$ cat src/rtl/nsf_pkg.sv
package nsf_pkg;

  localparam int PAYLOAD_MAX = 80;
  localparam int CNT_W = $clog2(PAYLOAD_MAX + 1);
  localparam int TYPE_LEN = 5;
  localparam int NUM_TYPES = 8;

  localparam logic [CNT_W-1:0] PAYLOAD_MAX_C = CNT_W'(PAYLOAD_MAX);
  localparam logic [CNT_W-1:0] TYPE_LEN_C = CNT_W'(TYPE_LEN);

  localparam logic [7:0] CH_DOLLAR = 8'h24;
  localparam logic [7:0] CH_STAR = 8'h2a;
  localparam logic [7:0] CH_COMMA = 8'h2c;
  localparam logic [7:0] CH_CR = 8'h0d;
  localparam logic [7:0] CH_LF = 8'h0a;

  typedef enum logic [2:0] {
    PH_IDLE,
    PH_TYPE,
    PH_DATA,
    PH_CS0,
    PH_CS1,
    PH_CR,
    PH_LF
  } phase_e;

  typedef enum logic [1:0] {
    KIND_PAYLOAD,
    KIND_END,
    KIND_ABORT
  } kind_e;

  typedef struct packed {
    kind_e       result_kind;
    logic [7:0]  payload_byte;
    logic [3:0]  sentence_type;
    logic [6:0]  payload_length;
  } result_t;

  localparam logic [8*TYPE_LEN-1:0] KNOWN_TYPES [NUM_TYPES] = '{
    "GPGLL", "GNGLL", "GLGSB", "GPGSV", "GNGSA", "GNGGA", "GNVTG", "GNRMC"
  };

  // {valid, value}
  function automatic logic [4:0] hex_value(input logic [7:0] ch);
    logic [7:0] d;
    d = 8'h00;
    if (ch inside {[8'h30:8'h39]}) begin
      d = ch - 8'h30;
      return {1'b1, d[3:0]};
    end
    if (ch inside {[8'h41:8'h46]}) begin
      d = ch - 8'h37;
      return {1'b1, d[3:0]};
    end
    if (ch inside {[8'h61:8'h66]}) begin
      d = ch - 8'h57;
      return {1'b1, d[3:0]};
    end
    return 5'b0_0000;
  endfunction

  function automatic logic [3:0] match_type(input logic [8*TYPE_LEN-1:0] chars);
    logic [3:0] code;
    code = 4'd0;
    for (int t = NUM_TYPES - 1; t >= 0; t--) begin
      if (chars == KNOWN_TYPES[t]) code = 4'(t + 1);
    end
    return code;
  endfunction

  function automatic logic [6:0] len_of(input logic [CNT_W-1:0] cnt);
    logic [CNT_W+6:0] wide;
    wide = {7'd0, cnt};
    return wide[6:0];
  endfunction

endpackage

$ cat src/rtl/nsf_in_if.sv
interface nsf_in_if;
  logic       valid;
  logic       ready;
  logic [7:0] rx_byte;

  modport source (output valid, output rx_byte, input ready);
  modport sink (input valid, input rx_byte, output ready);
endinterface

$ cat src/rtl/nsf_out_if.sv
interface nsf_out_if;
  logic       valid;
  logic       ready;
  logic [1:0] result_kind;
  logic [7:0] payload_byte;
  logic [3:0] sentence_type;
  logic [6:0] payload_length;

  modport source (
    output valid, output result_kind, output payload_byte,
    output sentence_type, output payload_length, input ready
  );
  modport sink (
    input valid, input result_kind, input payload_byte,
    input sentence_type, input payload_length, output ready
  );
endinterface

$ cat src/rtl/nsf_in_stage.sv
module nsf_in_stage (
  input  logic       clk_i,
  input  logic       rst_ni,
  nsf_in_if.sink     in_i,
  input  logic       advance_i,
  output logic       valid_o,
  output logic [7:0] byte_o
);

  logic       valid_q;
  logic [7:0] byte_q;
  logic       take;

  assign in_i.ready = !valid_q || advance_i;
  assign take = in_i.valid && in_i.ready;
  assign valid_o = valid_q;
  assign byte_o = byte_q;

  always_ff @(posedge clk_i or negedge rst_ni) begin
    if (!rst_ni) begin
      valid_q <= 1'b0;
    end else if (take) begin
      valid_q <= 1'b1;
    end else if (advance_i) begin
      valid_q <= 1'b0;
    end
  end

  always_ff @(posedge clk_i) begin
    if (take) begin
      byte_q <= in_i.rx_byte;
    end
  end

endmodule

$ cat src/rtl/nsf_core.sv
module nsf_core (
  input  logic             clk_i,
  input  logic             rst_ni,
  input  logic             step_i,
  input  logic [7:0]       byte_i,
  output logic             emit_o,
  output nsf_pkg::result_t res_o
);

  nsf_pkg::phase_e               phase_q, phase_d;
  logic [7:0]                    chars_q [nsf_pkg::TYPE_LEN];
  logic [nsf_pkg::CNT_W-1:0]     cnt_q, cnt_d;
  logic [7:0]                    xor_q, xor_d;
  logic [3:0]                    type_q, type_d;
  logic                          open_q, open_d;
  logic                          wr_char;
  logic [4:0]                    hex;
  logic [8*nsf_pkg::TYPE_LEN-1:0] chars_flat;

  always_comb begin
    for (int i = 0; i < nsf_pkg::TYPE_LEN; i++) begin
      chars_flat[8*(nsf_pkg::TYPE_LEN-1-i) +: 8] = chars_q[i];
    end
  end

  assign hex = nsf_pkg::hex_value(byte_i);

  // next state
  always_comb begin
    phase_d = phase_q;
    cnt_d = cnt_q;
    xor_d = xor_q;
    type_d = type_q;
    open_d = open_q;
    wr_char = 1'b0;

    if (byte_i == nsf_pkg::CH_DOLLAR) begin
      open_d = 1'b0;
      phase_d = nsf_pkg::PH_TYPE;
      cnt_d = '0;
      xor_d = 8'h00;
    end else begin
      case (phase_q)
        nsf_pkg::PH_TYPE: begin
          if (byte_i == nsf_pkg::CH_COMMA) begin
            if (cnt_q == nsf_pkg::TYPE_LEN_C) begin
              type_d = nsf_pkg::match_type(chars_flat);
              xor_d = xor_q ^ byte_i;
              cnt_d = '0;
              phase_d = nsf_pkg::PH_DATA;
              open_d = 1'b1;
            end else begin
              phase_d = nsf_pkg::PH_IDLE;
            end
          end else if (cnt_q >= nsf_pkg::TYPE_LEN_C) begin
            phase_d = nsf_pkg::PH_IDLE;
          end else begin
            wr_char = 1'b1;
            cnt_d = cnt_q + 1'b1;
            xor_d = xor_q ^ byte_i;
          end
        end
        nsf_pkg::PH_DATA: begin
          if (byte_i == nsf_pkg::CH_STAR) begin
            phase_d = nsf_pkg::PH_CS0;
          end else if (cnt_q >= nsf_pkg::PAYLOAD_MAX_C) begin
            phase_d = nsf_pkg::PH_IDLE;
            open_d = 1'b0;
          end else begin
            cnt_d = cnt_q + 1'b1;
            xor_d = xor_q ^ byte_i;
          end
        end
        nsf_pkg::PH_CS0: begin
          if (hex[4] && hex[3:0] == xor_q[7:4]) begin
            phase_d = nsf_pkg::PH_CS1;
          end else begin
            phase_d = nsf_pkg::PH_IDLE;
            open_d = 1'b0;
          end
        end
        nsf_pkg::PH_CS1: begin
          if (hex[4] && hex[3:0] == xor_q[3:0]) begin
            phase_d = nsf_pkg::PH_CR;
          end else begin
            phase_d = nsf_pkg::PH_IDLE;
            open_d = 1'b0;
          end
        end
        nsf_pkg::PH_CR: begin
          if (byte_i == nsf_pkg::CH_CR) begin
            phase_d = nsf_pkg::PH_LF;
          end else begin
            phase_d = nsf_pkg::PH_IDLE;
            open_d = 1'b0;
          end
        end
        nsf_pkg::PH_LF: begin
          phase_d = nsf_pkg::PH_IDLE;
          open_d = 1'b0;
        end
        default: begin
        end
      endcase
    end
  end

  // result beat
  always_comb begin
    emit_o = 1'b0;
    res_o.result_kind = nsf_pkg::KIND_ABORT;
    res_o.payload_byte = 8'h00;
    res_o.sentence_type = type_q;
    res_o.payload_length = 7'd0;

    if (byte_i == nsf_pkg::CH_DOLLAR) begin
      emit_o = open_q;
    end else begin
      case (phase_q)
        nsf_pkg::PH_DATA: begin
          if (byte_i != nsf_pkg::CH_STAR) begin
            if (cnt_q >= nsf_pkg::PAYLOAD_MAX_C) begin
              emit_o = open_q;
            end else begin
              emit_o = 1'b1;
              res_o.result_kind = nsf_pkg::KIND_PAYLOAD;
              res_o.payload_byte = byte_i;
            end
          end
        end
        nsf_pkg::PH_CS0: begin
          if (!(hex[4] && hex[3:0] == xor_q[7:4])) begin
            emit_o = open_q;
          end
        end
        nsf_pkg::PH_CS1: begin
          if (!(hex[4] && hex[3:0] == xor_q[3:0])) begin
            emit_o = open_q;
          end
        end
        nsf_pkg::PH_CR: begin
          if (byte_i != nsf_pkg::CH_CR) begin
            emit_o = open_q;
          end
        end
        nsf_pkg::PH_LF: begin
          if (byte_i == nsf_pkg::CH_LF) begin
            emit_o = 1'b1;
            res_o.result_kind = nsf_pkg::KIND_END;
            res_o.payload_length = nsf_pkg::len_of(cnt_q);
          end else begin
            emit_o = open_q;
          end
        end
        default: begin
        end
      endcase
    end
  end

  always_ff @(posedge clk_i or negedge rst_ni) begin
    if (!rst_ni) begin
      phase_q <= nsf_pkg::PH_IDLE;
      cnt_q <= '0;
      xor_q <= 8'h00;
      type_q <= 4'd0;
      open_q <= 1'b0;
    end else if (step_i) begin
      phase_q <= phase_d;
      cnt_q <= cnt_d;
      xor_q <= xor_d;
      type_q <= type_d;
      open_q <= open_d;
    end
  end

  always_ff @(posedge clk_i) begin
    if (step_i && wr_char) begin
      chars_q[cnt_q[2:0]] <= byte_i;
    end
  end

  a_open_phase: assert property (@(posedge clk_i) disable iff (!rst_ni)
    open_q |-> (phase_q == nsf_pkg::PH_DATA || phase_q == nsf_pkg::PH_CS0 ||
                phase_q == nsf_pkg::PH_CS1 || phase_q == nsf_pkg::PH_CR ||
                phase_q == nsf_pkg::PH_LF))
    else $error("payload open outside payload phases");

  a_type_count: assert property (@(posedge clk_i) disable iff (!rst_ni)
    phase_q == nsf_pkg::PH_TYPE |-> cnt_q <= nsf_pkg::TYPE_LEN_C)
    else $error("type field count overran");

  a_count_bound: assert property (@(posedge clk_i) disable iff (!rst_ni)
    cnt_q <= nsf_pkg::PAYLOAD_MAX_C)
    else $error("payload count overran");

  a_end_from_lf: assert property (@(posedge clk_i) disable iff (!rst_ni)
    step_i && emit_o && res_o.result_kind == nsf_pkg::KIND_END
      |-> phase_q == nsf_pkg::PH_LF && open_q)
    else $error("end marker outside terminator");

  a_closed_after_end: assert property (@(posedge clk_i) disable iff (!rst_ni)
    step_i && emit_o && res_o.result_kind != nsf_pkg::KIND_PAYLOAD |=> !open_q)
    else $error("sentence still open after end or abort");

endmodule

$ cat src/rtl/nsf_out_stage.sv
module nsf_out_stage (
  input  logic             clk_i,
  input  logic             rst_ni,
  input  logic             load_i,
  input  nsf_pkg::result_t res_i,
  output logic             space_o,
  nsf_out_if.source        out_o
);

  logic             valid_q;
  nsf_pkg::result_t res_q;

  assign space_o = !valid_q || out_o.ready;
  assign out_o.valid = valid_q;
  assign out_o.result_kind = res_q.result_kind;
  assign out_o.payload_byte = res_q.payload_byte;
  assign out_o.sentence_type = res_q.sentence_type;
  assign out_o.payload_length = res_q.payload_length;

  always_ff @(posedge clk_i or negedge rst_ni) begin
    if (!rst_ni) begin
      valid_q <= 1'b0;
    end else if (load_i) begin
      valid_q <= 1'b1;
    end else if (out_o.ready) begin
      valid_q <= 1'b0;
    end
  end

  always_ff @(posedge clk_i) begin
    if (load_i) begin
      res_q <= res_i;
    end
  end

endmodule

$ cat src/rtl/nmea_sentence_framer.sv
// NMEA 0183 sentence framer. One received character is taken per beat on
// in_i and each beat can follow the previous one in the next cycle; a
// character is held in the input register, decoded combinationally, and
// its result, if any, is loaded into the output register once that register
// has space; throughput is one character per cycle while out_o is ready.
// A '$' always restarts framing. Each payload character up to PAYLOAD_MAX is
// forwarded as a payload beat, a sentence with a good checksum and CR LF
// ends with an end beat carrying type code and payload length, and a
// sentence cancelled after its type field ends with an abort beat. Bytes
// outside a sentence and a bad type field produce no beat at all.
module nmea_sentence_framer (
  input  logic      clk_i,
  input  logic      rst_ni,
  nsf_in_if.sink    in_i,
  nsf_out_if.source out_o
);

  logic             in_valid;
  logic [7:0]       in_byte;
  logic             space;
  logic             advance;
  logic             emit;
  nsf_pkg::result_t res;

  assign advance = in_valid && space;

  nsf_in_stage u_in (
    .clk_i     (clk_i),
    .rst_ni    (rst_ni),
    .in_i      (in_i),
    .advance_i (advance),
    .valid_o   (in_valid),
    .byte_o    (in_byte)
  );

  nsf_core u_core (
    .clk_i  (clk_i),
    .rst_ni (rst_ni),
    .step_i (advance),
    .byte_i (in_byte),
    .emit_o (emit),
    .res_o  (res)
  );

  nsf_out_stage u_out (
    .clk_i   (clk_i),
    .rst_ni  (rst_ni),
    .load_i  (advance && emit),
    .res_i   (res),
    .space_o (space),
    .out_o   (out_o)
  );

endmodule

$ cat src/flat_wrapper.sv
// flat-port wrapper written by rule: the top's interface ports become plain ports
module nmea_sentence_framer_flat 
  (clk_i, rst_ni, in_i_valid, in_i_rx_byte, in_i_ready, out_o_valid, out_o_result_kind, out_o_payload_byte, out_o_sentence_type, out_o_payload_length, out_o_ready);
  nsf_in_if in_i_i ();
  nsf_out_if out_o_i ();
  input  logic clk_i;
  input  logic rst_ni;
  input wire logic [$bits(in_i_i.valid)-1:0] in_i_valid;
  input wire logic [$bits(in_i_i.rx_byte)-1:0] in_i_rx_byte;
  output wire logic [$bits(in_i_i.ready)-1:0] in_i_ready;
  output wire logic [$bits(out_o_i.valid)-1:0] out_o_valid;
  output wire logic [$bits(out_o_i.result_kind)-1:0] out_o_result_kind;
  output wire logic [$bits(out_o_i.payload_byte)-1:0] out_o_payload_byte;
  output wire logic [$bits(out_o_i.sentence_type)-1:0] out_o_sentence_type;
  output wire logic [$bits(out_o_i.payload_length)-1:0] out_o_payload_length;
  input wire logic [$bits(out_o_i.ready)-1:0] out_o_ready;
  assign in_i_i.valid = in_i_valid;
  assign in_i_i.rx_byte = in_i_rx_byte;
  assign in_i_ready = in_i_i.ready;
  assign out_o_valid = out_o_i.valid;
  assign out_o_result_kind = out_o_i.result_kind;
  assign out_o_payload_byte = out_o_i.payload_byte;
  assign out_o_sentence_type = out_o_i.sentence_type;
  assign out_o_payload_length = out_o_i.payload_length;
  assign out_o_i.ready = out_o_ready;
  nmea_sentence_framer u_core (.clk_i(clk_i), .rst_ni(rst_ni), .in_i(in_i_i), .out_o(out_o_i));
endmodule
$ cat config.mk
export PLATFORM = sky130hd
export DESIGN_NAME = nmea_sentence_framer_flat
export DESIGN_NICKNAME = d
export VERILOG_FILES = /design/src/rtl/nsf_pkg.sv /design/src/rtl/nsf_in_if.sv /design/src/rtl/nsf_out_if.sv /design/src/rtl/nsf_in_stage.sv /design/src/rtl/nsf_core.sv /design/src/rtl/nsf_out_stage.sv /design/src/rtl/nmea_sentence_framer.sv /design/src/flat_wrapper.sv
export SDC_FILE = /design/constraint.sdc
export NUM_CORES = 1
export LEC_CHECK = 0
export BUFFER_PORTS_ARGS = -buffer_cell sky130_fd_sc_hd__buf_4
export CORE_AREA = 2 2 146 77
export DETAILED_ROUTE_END_ITERATION = 16
export DIE_AREA = 0 0 148 79
export PLACE_DENSITY = 0.71
export SLEW_MARGIN = 40
export SYNTH_ARGS = -nofsm -noshare
export SYNTH_HDL_FRONTEND = slang
export SYNTH_SLANG_ARGS = --single-unit
$ cat constraint.sdc
create_clock -name clk_i -period 10 [get_ports clk_i]
set_input_delay 1 -clock clk_i [delete_from_list [all_inputs] [get_ports clk_i]]
set_output_delay 1 -clock clk_i [all_outputs]
set_load 0.05 [all_outputs]
Yosys cells after proc, flatten, opt, wreduce, memory -nomap -nowiden
Memories as Yosys holds them, arrays and structs flattened.
Cells that the tools add are included.

cells by class
  muxes and demuxes = 75
  bitwise logic cells = 6
  reductions and logical operators = 23
  $add $sub $neg = 4
  magnitude comparators = 8
  eq/ne operators = 36

operator list
  operator              count
  $eq 40x39->1 const B  8
  $mux 8                6
  $mux 7                6
  $mux 4                8
  $mux 1                31
  $mux 5                6
  $eq 8x6->1 const B    3
  $mux 3                8
  $ne 3x3->1 const B    8
  $mux 10               2
  $pmux 3 s6            1
  $eq 8x4->1 const B    2
  $ge 8x7->1 const B    2
  $le 8x7->1 const B    2
  $ne 4x4->1 const B    4
  $pmux 8 s2            1
  $pmux 7 s2            1
  $eq 3x3->1 const B    3
  $logic_and 1x1->1     9
  $reduce_and 9->1      1
  $eq 4x4->1            2
  $ge 8x6->1 const B    1
  $le 8x6->1 const B    1
  $ne 8x4->1 const B    1
  other kinds (25)      35

word-level totals
  register bits = 54
  output and inout port bits = 23
  memory bits (writable) = 40
  word-level logic and storage cells = 165
  memories kept = 1
  input bits = 12

memories
  name                   depth  width  rd ports  clocked after Yosys merged registers in  write ports  line            RTL
  u_core.u_core.chars_q  5      8      5         0                                        1            nsf_core.sv:11  logic [7:0] chars_q [nsf_pkg::TYPE_LEN];

Longest topological paths before layout
  word-level depth = 16
  mapped depth = 11
  mapped depth without buffers = 9

Hierarchy
From an unflattened synthesis, not the netlist that was laid out.

unflattened totals
  cell total of the unflattened synthesis = 363
  area, all modules = 4391.7 sq um

by module, submodules not included
  module                instances  cells each  seq. area each (sq um)  area an instance (sq um)
  nsf_core              1          325         1776.7                  3407.0
  nsf_out_stage         1          24          655.6                   678.2
  nsf_in_stage          1          12          265.3                   294.0
  nmea_sentence_framer  1          2           0.0                     12.5

Least setup slack after synthesis
OpenSTA, ideal clock, no wires.

  kind = register to register
  start point = register u_core.u_in.byte_q[1], in the netlist u_core.u_in.byte_o[1]
  end point = register u_core.u_out.res_q, in the netlist u_core.u_out.out_o.payload_byte[0], enable pin
  path slack = 6.553 ns
  period minus slack after synthesis = 3.447 ns
  cell stages (with the launch flop) = 11
  buffers on the path = 1
  arrival = 3.048 ns
  setup time = 0.399 ns
  required time = 9.601 ns
  path through = edfxtp_1 -> clkbuf_1 -> inv_1 -> ha_1 -> o21bai_1 -> a21oi_1 -> mux2i_1 -> xor2_1 -> and3_1 -> o211a_1 -> nor2_1

on the way
  word-level cells in the longest chain between the ends = 14
  elaborated cells on any way between the ends = 40
  classes of those cells = add/sub: 3; order compare: 6; eq/ne: 6; mux: 19; reduce/logical: 6

RTL lines
  what                                         line                              RTL
  start: declaration                           nsf_in_stage.sv:11                logic [7:0] byte_q;
  start signal: assignment                     nsf_in_stage.sv:31                byte_q <= in_i.rx_byte;
  $ge 8x7->1 or $le 8x7->1 (tied branches)     nsf_pkg.sv:56                     if (ch inside {[8'h61:8'h66]}) begin
  $logic_and 1x1->1                            nsf_pkg.sv:56
  $mux 1 (2 in a row)                          nsf_pkg.sv:56
  $mux 1                                       nsf_pkg.sv:52                     if (ch inside {[8'h41:8'h46]}) begin
  $mux 5                                       nsf_pkg.sv:60                     return 5'b0_0000;
  $mux 5                                       nsf_pkg.sv:56
  $mux 5                                       nsf_pkg.sv:52
  $eq 4x4->1, on equally long branches         nsf_core.sv:137, nsf_core.sv:132
  $logic_and 1x1->1, on equally long branches  nsf_core.sv:137, nsf_core.sv:132
  $mux 1, on equally long branches             nsf_core.sv:137, nsf_core.sv:132
  $pmux 1 s5                                   nsf_core.sv:119                   case (phase_q)
  $mux 1 (*)                                   nsf_core.sv:116                   if (byte_i == nsf_pkg::CH_DOLLAR) begin
  $logic_and 1x1->1 (*)                        nmea_sentence_framer.sv:48        .load_i (advance && emit),
  via u_core.u_out.load_i                      nsf_out_stage.sv:4                input logic load_i,
  end signal: assignment                       nsf_out_stage.sv:32               res_q <= res_i;
  end: declaration                             nsf_out_stage.sv:11               nsf_pkg::result_t res_q;

The timed path passes the listed nets; every way through them passes the cells marked *. The select of a mux whose other input is x is not followed.
A chain may end at the register's enable or synchronous reset.

Worst setup path in the final report
  start point = register u_core.u_in.byte_q[1], in the netlist u_core.u_in.byte_o[1]
  end point = register u_core.u_out.res_q, in the netlist u_core.u_out.out_o.payload_byte[7], enable pin

Same word-level chain as after synthesis.

==> flow_summary.json <==
{
  "insertion_delay_ns": 0.34,
  "wl_um": 11000,
  "synthFlopType": "edfxtp_1",
  "busiest_layer": "met1",
  "critPathKind": "reg2reg",
  "setup_violations": 0,
  "rows": 27,
  "worst_pin_slew_ns": 0.807,
  "period_share": 0.340,
  "ys_seq_elements": 94,
  "first_pass_iters": 5,
  "post-place-ws_ns": 6.61,
  "tns_ns": 0,
  "setup_ws_ns": 6.60,
  "nets": 442,
  "core_um2": 10500,
  "overflow": 0,
  "hold_viol_final": 0,
  "final_max_slew_viol_count": 0,
  "cts.path.max_buffers": 2,
  "multi_input_area_um2": 1810,
  "syn-cell-area_um2": 4580,
  "gp_congestion": 0.916,
  "post-cts-setup-buffers": 0,
  "max_freq_mhz": 295,
  "timing.hold.ws_ns": 0.453,
  "antenna_cells": 0,
  "clockRootBuffer": "clkbuf_16",
  "ctsResizeCount": 0,
  "status": "finished clean",
  "drt-vias-per-instance": 5.83,
  "final_area_um2": 5270,
  "synth_nets": 405,
  "ir_drop_mv": 0.0995,
  "top_level_ports": 35,
  "htree_num_levels": 3,
  "dieArea_um2": 11700,
  "routedWlPerCell_um": 19.3,
  "grt_pass1_wl_um": 17600,
  "rsz0062_at_grt": "no",
  "cts_tree": "built",
  "crit_chain": "inv_1, ha_1, o21bai_1, a21oi_1, mux2i_1, xor2_1, and3_1, o211a_1, nor2_4",
  "place_hpwl_um": 8020,
  "antenna_found_initial": 0,
  "critPathMaxStageDelay_ns": 0.65,
  "synth_cells": 385,
  "critPathArrivalTime_ns": 3.36,
  "met2_usage": 0.250,
  "slew_headroom": 0.457,
  "drt_iter0_drc": 369,
  "hold_start": "u_core.u_core.type_q[0]$_DFFE_PN0P_",
  "avgSynthCellArea_um2": 11.9,
  "final_core_util": 0.500,
  "seq_area_um2": 2700,
  "area_growth_pct": 15.2,
  "die_w_um": 148,
  "crit_slowest_cell": "edfxtp_1",
  "use_met1": 0.333,
  "yosysUniqueCellTypes": 68,
  "cts.clk_slew.worst_paths_ns": 0.06,
  "yosysWarnings": 0,
  "final_cells": 572,
  "die_h_um": 79,
  "total_power_mw": 0.965,
  "min_path_type": "reg2reg",
  "holdBufCountCts": 0,
  "grt_util_all_layers": 0.201,
  "layout-drive-gt1-share": 0.166,
  "drc": 0,
  "placed_area_um2": 4990,
  "numClockSinks": 94,
  "fin_worst_skew_ns": 0.0110,
  "power_leakage_nw": 1.98,
  "seq_area_frac_synth": 0.589,
  "cp-startpoint": "u_core.u_in.byte_o[1]$_DFFE_PP_",
  "vias": 3336,
  "required_ns": 9.97,
  "ys_async_sr_fraction": 0.266,
  "numPortBuffers": 34,
  "start_util": 0.434,
  "ant_nets": 0,
  "reg2reg_from": "u_core.u_in.byte_o[1]$_DFFE_PP_",
  "use_met3": 0.0569,
  "crit_path_start_kind": "flop",
  "fill_cells": 953,
  "drv_cap": 0,
  "worstSetupEndpointType": "flop",
  "grt_max_degree": 26,
  "p_per_area_nw_per_um2": 183,
  "grt_pass1_vias": 3105,
  "period_minus_slack_ns": 3.40,
  "crit_fanout": 21,
  "cts_made_buffers": 9,
  "synth-edff-count": 69,
  "place_inst": 555
}
where the power goes:
group          total, mW  internal (mW)  switching, mW  leakage [nW]
Clock              0.311          0.169          0.142         0.128
Sequential         0.513          0.457         0.0566         0.996
Combinational      0.141         0.0623         0.0790         0.862
flip-flops by register name, indices dropped and copies added (netlist names):
register / count
u_core.u_core.cnt_q: 7
u_core.u_in.byte_o: 8
u_core.u_core.chars_q: 40
u_core.u_out.out_o.payload_byte: 8
u_core.u_out.out_o.result_kind: 2
u_core.u_out.out_o.sentence_type: 4
u_core.u_out.out_o.payload_length: 7
u_core.u_core.type_q: 4
u_core.u_core.xor_q: 8
u_core.u_core.phase_q: 3
u_core.u_core.open_q: 1
u_core.u_in.valid_o: 1
u_core.u_out.out_o.valid: 1
synth_stat cells, types with 6 or more instances:
cell,instances,share of area
edfxtp_1,69,0.45
nand2_1,29,0.024
o21ai_0,26,0.028
dfrtp_1,25,0.14
nor2_1,24,0.020
and2_1,16,0.022
and3_1,15,0.020
nand3_1,13,0.014
a21oi_1,10,0.011
nor4_1,10,0.014
o21ai_1,9,0.0098
ha_1,8,0.022
inv_1,8,0.0066
nor2b_1,8,0.011
clkbuf_1,7,0.0057
nand2b_1,7,0.0096
nand4_1,6,0.0082
xnor2_1,6,0.011
worst max-delay path: cells and delay by family (launching register included):
kind            cells  cell delay [ns]
buf+inv             1             0.21
xor+xnor            1             0.12
flops               1             0.65
fa+ha+maj           1             0.25
compound gates      3             0.71
simple gates        2             0.70
mux                 1             0.36
final cells by class:
cell class                 count  share of cell area
clock inverter                 5             0.00641
sequential                    94               0.512
clock buffer                  11              0.0441
tap                          145              0.0344
timing repair buffer          37              0.0541
multi-input combinational    272               0.344
inverter                       8             0.00569
worst paths after layout:
path                            slack (ns)                                               end  cells past startpoint
worst max register to register        6.60  u_core.u_out.out_o.payload_byte[7]$_SDFFCE_PP0P_                      9
min in group asynchronous             0.58                u_core.u_core.xor_q[4]$_DFFE_PN0P_                      1
worst min-delay path                  0.45     u_core.u_out.out_o.sentence_type[0]$_DFFE_PP_                      0
worst max-delay path                  6.60  u_core.u_out.out_o.payload_byte[7]$_SDFFCE_PP0P_                      9
max in group asynchronous             9.14                u_core.u_core.cnt_q[0]$_DFFE_PN0P_                      1
worst min register to register        0.45     u_core.u_out.out_o.sentence_type[0]$_DFFE_PP_                      0
metal layers:
| metal | share of wire | wire length [um] |
|---|---|---|
| met2 | 0.37 | 4080 |
| met3 | 0.096 | 1060 |
| met5 | 0 | 0 |
| met4 | 0.0057 | 63 |
| met1 | 0.53 | 5840 |
cell families after synthesis:
kind of cell | after synthesis | synth area share
flops | 94 | 0.589
xor+xnor | 10 | 0.0191
mux | 4 | 0.00929
buf+inv | 19 | 0.0167
fa+ha+maj | 8 | 0.0219
simple gates | 166 | 0.218
compound gates | 84 | 0.126
cell usage in the layout, fill, tap and decap left out, drive strengths merged, types with 6 or more instances in the layout:
| cell type | instances |
|---|---|
| clkbuf | 11 |
| nor2b | 8 |
| nand2 | 29 |
| nor4 | 10 |
| o21ai | 35 |
| and2 | 17 |
| xnor2 | 6 |
| ha | 8 |
| nand4 | 6 |
| nand3 | 13 |
| nor2 | 24 |
| dfrtp | 25 |
| a21oi | 12 |
| edfxtp | 69 |
| nand2b | 7 |
| buf | 37 |
| inv | 9 |
| and3 | 16 |
(Power assumes the default switching activity.)
